--- config.mk ---
export PLATFORM = sky130hd
export DESIGN_NAME = ipid_cfg
export DESIGN_NICKNAME = d
export VERILOG_FILES = /design/src/hw/rtl/ipid_pkg.sv /design/src/hw/rtl/ipid_cfg.sv
export SDC_FILE = /design/constraint.sdc
export NUM_CORES = 1
export LEC_CHECK = 0
export BUFFER_PORTS_ARGS = -buffer_cell sky130_fd_sc_hd__buf_2
export CAP_MARGIN = 10
export CORE_ASPECT_RATIO = 0.8
export CORE_UTILIZATION = 51
export DETAILED_ROUTE_END_ITERATION = 16
export PLACE_DENSITY = 0.82
export SKIP_LAST_GASP = 1
export SLEW_MARGIN = 25
export SYNTH_ARGS = -nofsm -noshare
export SYNTH_HDL_FRONTEND = slang
export SYNTH_SLANG_ARGS = --single-unit
--- constraint.sdc ---
create_clock -name clk -period 1.65 [get_ports clk]
set_input_delay 0.2475 -clock clk [delete_from_list [all_inputs] [get_ports clk]]
set_output_delay 0.2475 -clock clk [all_outputs]
set_load 0.05 [all_outputs]
--- src/hw/rtl/ipid_pkg.sv ---
// ipid_pkg: types and constants shared by the incremental pid controller
// request and result structs, configuration and history structs, register map
// no dependencies
`default_nettype none

package ipid_pkg;

    localparam int unsigned ADDR_W = 5;
    localparam int unsigned DATA_W = 32;

    typedef enum logic [2:0] {
        REG_KP_GAIN     = 3'd0,
        REG_KI_GAIN     = 3'd1,
        REG_KD_GAIN     = 3'd2,
        REG_OUT_MIN     = 3'd3,
        REG_OUT_MAX     = 3'd4,
        REG_ERROR_LIMIT = 3'd5
    } reg_index_t;

    localparam logic [1:0] LIM_NONE = 2'd0;
    localparam logic [1:0] LIM_MAX  = 2'd1;
    localparam logic [1:0] LIM_MIN  = 2'd2;

    localparam logic signed [31:0] OUT_MIN_RESET     = 32'sh8000_0000;
    localparam logic signed [31:0] OUT_MAX_RESET     = 32'sh7fff_ffff;
    localparam logic [15:0]        ERROR_LIMIT_RESET = 16'd500;

    typedef struct packed {
        logic signed [15:0] setpoint;
        logic signed [15:0] measurement;
    } sample_t;

    typedef struct packed {
        logic signed [31:0] drive;
        logic [1:0]         limit_state;
        logic               error_reset;
    } result_t;

    typedef struct packed {
        logic signed [23:0] kp_gain;
        logic signed [23:0] ki_gain;
        logic signed [23:0] kd_gain;
        logic signed [31:0] out_min;
        logic signed [31:0] out_max;
        logic [15:0]        error_limit;
    } cfg_t;

    typedef struct packed {
        logic signed [16:0] prev_error;
        logic signed [16:0] prev_prev_error;
        logic signed [31:0] prev_output;
    } hist_t;

endpackage

`default_nettype wire

--- src/hw/rtl/ipid_cfg.sv ---
// ipid_cfg: apb register file holding gains, clamp bounds and error limit
// depends on ipid_pkg
`default_nettype none

module ipid_cfg (
    input  wire logic                         clk,
    input  wire logic                         rst_n,
    input  wire logic                         psel,
    input  wire logic                         penable,
    input  wire logic                         pwrite,
    input  wire logic [ipid_pkg::ADDR_W-1:0]  paddr,
    input  wire logic [ipid_pkg::DATA_W-1:0]  pwdata,
    output logic      [ipid_pkg::DATA_W-1:0]  prdata,
    output logic                              pready,
    output ipid_pkg::cfg_t                    cfg
);
    import ipid_pkg::*;

    cfg_t       cfg_reg;
    logic       wr_en;
    reg_index_t wr_idx;

    assign pready = 1'b1;
    assign wr_en  = psel && penable && pwrite;
    assign wr_idx = reg_index_t'(paddr[ADDR_W-1:2]);
    assign cfg    = cfg_reg;

    always_ff @(posedge clk or negedge rst_n)
    begin
        if (!rst_n)
        begin
            cfg_reg.kp_gain     <= '0;
            cfg_reg.ki_gain     <= '0;
            cfg_reg.kd_gain     <= '0;
            cfg_reg.out_min     <= OUT_MIN_RESET;
            cfg_reg.out_max     <= OUT_MAX_RESET;
            cfg_reg.error_limit <= ERROR_LIMIT_RESET;
        end
        else if (wr_en)
        begin
            case (wr_idx)
                REG_KP_GAIN:     cfg_reg.kp_gain     <= pwdata[23:0];
                REG_KI_GAIN:     cfg_reg.ki_gain     <= pwdata[23:0];
                REG_KD_GAIN:     cfg_reg.kd_gain     <= pwdata[23:0];
                REG_OUT_MIN:     cfg_reg.out_min     <= pwdata;
                REG_OUT_MAX:     cfg_reg.out_max     <= pwdata;
                REG_ERROR_LIMIT: cfg_reg.error_limit <= pwdata[15:0];
                default:         ;
            endcase
        end
    end

    always_comb
    begin
        case (wr_idx)
            REG_KP_GAIN:     prdata = {8'h00, cfg_reg.kp_gain};
            REG_KI_GAIN:     prdata = {8'h00, cfg_reg.ki_gain};
            REG_KD_GAIN:     prdata = {8'h00, cfg_reg.kd_gain};
            REG_OUT_MIN:     prdata = cfg_reg.out_min;
            REG_OUT_MAX:     prdata = cfg_reg.out_max;
            REG_ERROR_LIMIT: prdata = {16'h0000, cfg_reg.error_limit};
            default:         prdata = '0;
        endcase
    end

endmodule

`default_nettype wire

==> results.py <==
metrics = {
    "outcome": {
        "status": "finished, violations left",
        "violations": "negative setup slack",
    },
    "cts": {
        "cts.htree.levels": 4,
        "cts_tree": "built",
        "clk_path_buf_depth": 2,
        "clock_latency_ps": 420,
        "cts_buffers": 17,
        "clockRootBuffer": "clkbuf_16",
        "cts.sinks": 152,
        "clk_pin_slew_ps": 60,
    },
    "global_routing": {
        "grt_max_degree": 43,
        "antenna_found_initial": 0,
        "grt_pass1_wl_um": 32400,
        "overflow": 0,
        "grt_pass1_vias": 5690,
        "grt_use_total_pct": 30.4,
    },
    "setup_path": {
        "path_max_fanout": 3,
        "cp-startpoint": "cfg[134]",
        "cp_cell_sequence": "mux2_4 > a221oi_2 > buf_4 > a31oi_4 > buf_6",
        "cp_top_family": "flip-flops",
        "cp-end-kind": "output port",
        "crit_cells": 5,
        "ff2ff_path_depth": 3,
        "reg2reg_slack_ps": 620,
        "required_ps": 1400,
        "cpPeakStageDelay_ps": 420,
        "setup.worst_path.end": "prdata[6]",
        "startpoint_type": "flop",
        "rr_startpoint": "cfg[97]",
        "path_buf_inv": 2,
        "cp.arrival_ps": 1700,
        "critPathSlowestCell": "dfrtp_1",
        "criticalPathCategory": "reg2out",
        "timing.rr.end": "cfg[97]",
    },
    "detailed_routing": {
        "drtAntennaViolNets": 0,
        "drc": 0,
        "dr.pass1.iters": 5,
        "routed_wl_um": 21200,
        "dr.first_iter.drc_count": 236,
        "vias": 5714,
        "wl_per_cell_um": 20.8,
        "vias_per_cell": 5.62,
    },
    "logic_synthesis": {
        "synth_mux_area_share_pct": 31.0,
        "syn_area_mm2": 0.00700,
        "syn_nets": 534,
        "synth-main-ff-cell": "dfrtp_1",
        "synth_top_area_share_pct": 40.8,
        "synth_seq_cells": 152,
        "synth_top_family_by_area": "multiplexers",
        "synth_fa_ha_area_share_pct": 0,
        "synthXorXnorAreaFrac_pct": 0,
        "synth-compound-area-share_pct": 6.79,
        "ys.warnings.count": 0,
        "synthTopCellsByArea": "dfrtp_1 (41%), mux2_2 (27%), dfstp_2 (14%), mux2i_1 (3.1%), a22oi_1 (1.7%)",
        "synthDistinctLibCells": 37,
        "postSynthCellCount": 492,
        "synthSimpleGateAreaFrac_pct": 4.08,
        "yosys.area.top_type": "dfrtp_1",
        "syn_avg_cell_area_um2": 14.2,
        "synth_edf_count": 0,
        "synth-async-reset-ratio_pct": 100,
        "yosysSeqAreaShare_pct": 55.0,
    },
    "power": {
        "powerDensity_mw_per_mm2": 1490,
        "pwr-share-comb_pct": 40.9,
        "power.internal_mw": 9.16,
        "p_sw_share_pct": 40.8,
        "switching_power_mw": 6.31,
        "ir_drop_uv": 1140,
        "power_mw": 15.5,
        "power_frac_seq_pct": 33.4,
        "clkPwrFrac_pct": 25.7,
        "leakagePower_nw": 5.11,
    },
    "timing": {
        "post-route-period-util_pct": 118,
        "setup_viol": 32,
        "finalHoldViolCount": 0,
        "rsz0062_at_grt": "true",
        "finalMaxSlewViolations": 0,
        "fin_ws_ps": -294,
        "period_needed_ps": 1940,
        "timing.fmax_mhz": 515,
        "clock_skew_ps": 0,
    },
    "place": {
        "globalplace.congestion": 0.836,
        "dp_slack_ps": -153,
        "hpwl_um": 14400,
        "dp.cells": 919,
        "io_buffers": 223,
    },
    "floorplanning": {
        "rows": 37,
        "io_pins": 227,
        "core_area_mm2": 0.0131,
        "die_y_um": 107,
        "die_area_mm2": 0.0142,
        "start_util_pct": 53.4,
        "fp.dieW_um": 133,
    },
    "min_path": {
        "hold_class": "in2reg",
        "hold_depth": 2,
    },
    "layout": {
        "largest_reg_flops": 152,
        "area_growth_pct": 48.3,
        "antennaDiodeCount": 0,
        "layout-drive-gt1-share_pct": 75.4,
        "stdcell_count": 1016,
        "nets": 870,
    },
    "flow_run": {
        "drv_cap": 0,
    },
}
final cells by class:
type                    instances  area [um2]
clock buffers                  24         492
repair buffers                350        2460
fillers                       746        2720
multi-input cells             305        3230
inverters                       2        7.51
well taps                     175         219
flip-flops and latches        152        3850
clock inverters                 8         118
timing repair:
action	in CTS	in global routing
buffers inserted	48	16
resized for setup	71	7
pin swaps	18	10
gates cloned	0	0
hold buffers	1	0
endpoints found under the hold margin	27	0
endpoints found under the setup margin	32	32
power by group through the flow:
stage          Sequential, mW  Combinational [mW]  Clock (mW)
2_1_floorplan            7.75                1.58           0
3_3_place_gp             5.17                5.51           0
3_5_place_dp             5.25                5.59           0
4_1_cts                  5.14                6.17        4.03
5_1_grt                  5.25                6.55        4.22
6_report                 5.17                6.32        3.98
placed cells by master, fill, tap and decap left out, drive strengths merged, types with 4 or more instances in the layout:
| cell | count |
|---|---|
| buf | 348 |
| o21ai | 6 |
| clkbuf | 25 |
| nor2b | 4 |
| nand3 | 5 |
| mux2i | 22 |
| a22o | 8 |
| dfrtp | 114 |
| dfstp | 38 |
| a221o | 6 |
| mux2 | 173 |
| a221oi | 6 |
| nor2 | 12 |
| a31oi | 4 |
| nand2 | 14 |
| o22ai | 6 |
| a22oi | 16 |
| clkinv | 4 |
Yosys cell counts, types with 2 or more instances:
master / n
buf_2: 11
nor3_4: 2
o21a_1: 3
mux2_2: 167
o22ai_1: 6
o221ai_1: 3
o211ai_1: 3
nor2_1: 8
nor2b_1: 4
a31oi_1: 4
clkbuf_1: 4
dfrtp_1: 114
buf_6: 2
a221o_1: 6
nand3_1: 5
nor2_2: 4
nand2_1: 14
inv_1: 2
buf_4: 15
a22o_1: 8
dfstp_2: 38
mux2_1: 6
o21ai_0: 6
a221oi_1: 6
mux2i_1: 22
a22oi_1: 16
nand2b_1: 3
stage by stage:
stage	TNS, ps	area [um2]	hold slack [ps]	util [%]
after detailed placement	-9760	8980	190	68.6
after global placement	-7820	8980	179	68.6
final	-3850	10400	72.0	79.2
after CTS	-3740	10200	62.2	78.1
after floorplan	-854	7190	-48.1	-
after global routing	-5460	10400	69.7	79.2
layer usage:
layer / vias to the layer above / share of wire (%) / global-route usage [%]
met2: 250 / 50 / 49.9
met3: 40 / 7.1 / 7.75
met5: - / 0 / 0
met4: 0 / 2.3 / 10.7
li1: 2516 / - / -
met1: 2908 / 41 / 39.2
worst register-to-register path, delay by kind of cell, from the launching register on:
family | cells | cell delay [ps]
multiplexers | 1 | 250
buffers and inverters | 2 | 270
flip-flops | 1 | 400
cells by family after synthesis:
family | Yosys count
AO/OA/AOI/OAI | 62
flip-flops | 152
AND/OR/NAND/NOR | 47
multiplexers | 195
other | 1
buffers and inverters | 35
worst min path at each step:
stage / from / endpoint / slack [ps]
6_report: pwdata[25] / cfg[73] / 70
5_1_grt: pwdata[25] / cfg[41] / 70
4_1_cts: pwdata[25] / cfg[73] / 60
3_5_place_dp: rst_n / cfg[56] / 190
3_3_place_gp: rst_n / cfg[56] / 180
2_1_floorplan: rst_n / cfg[0] / -50
Power figures use the tool's default switching activity.
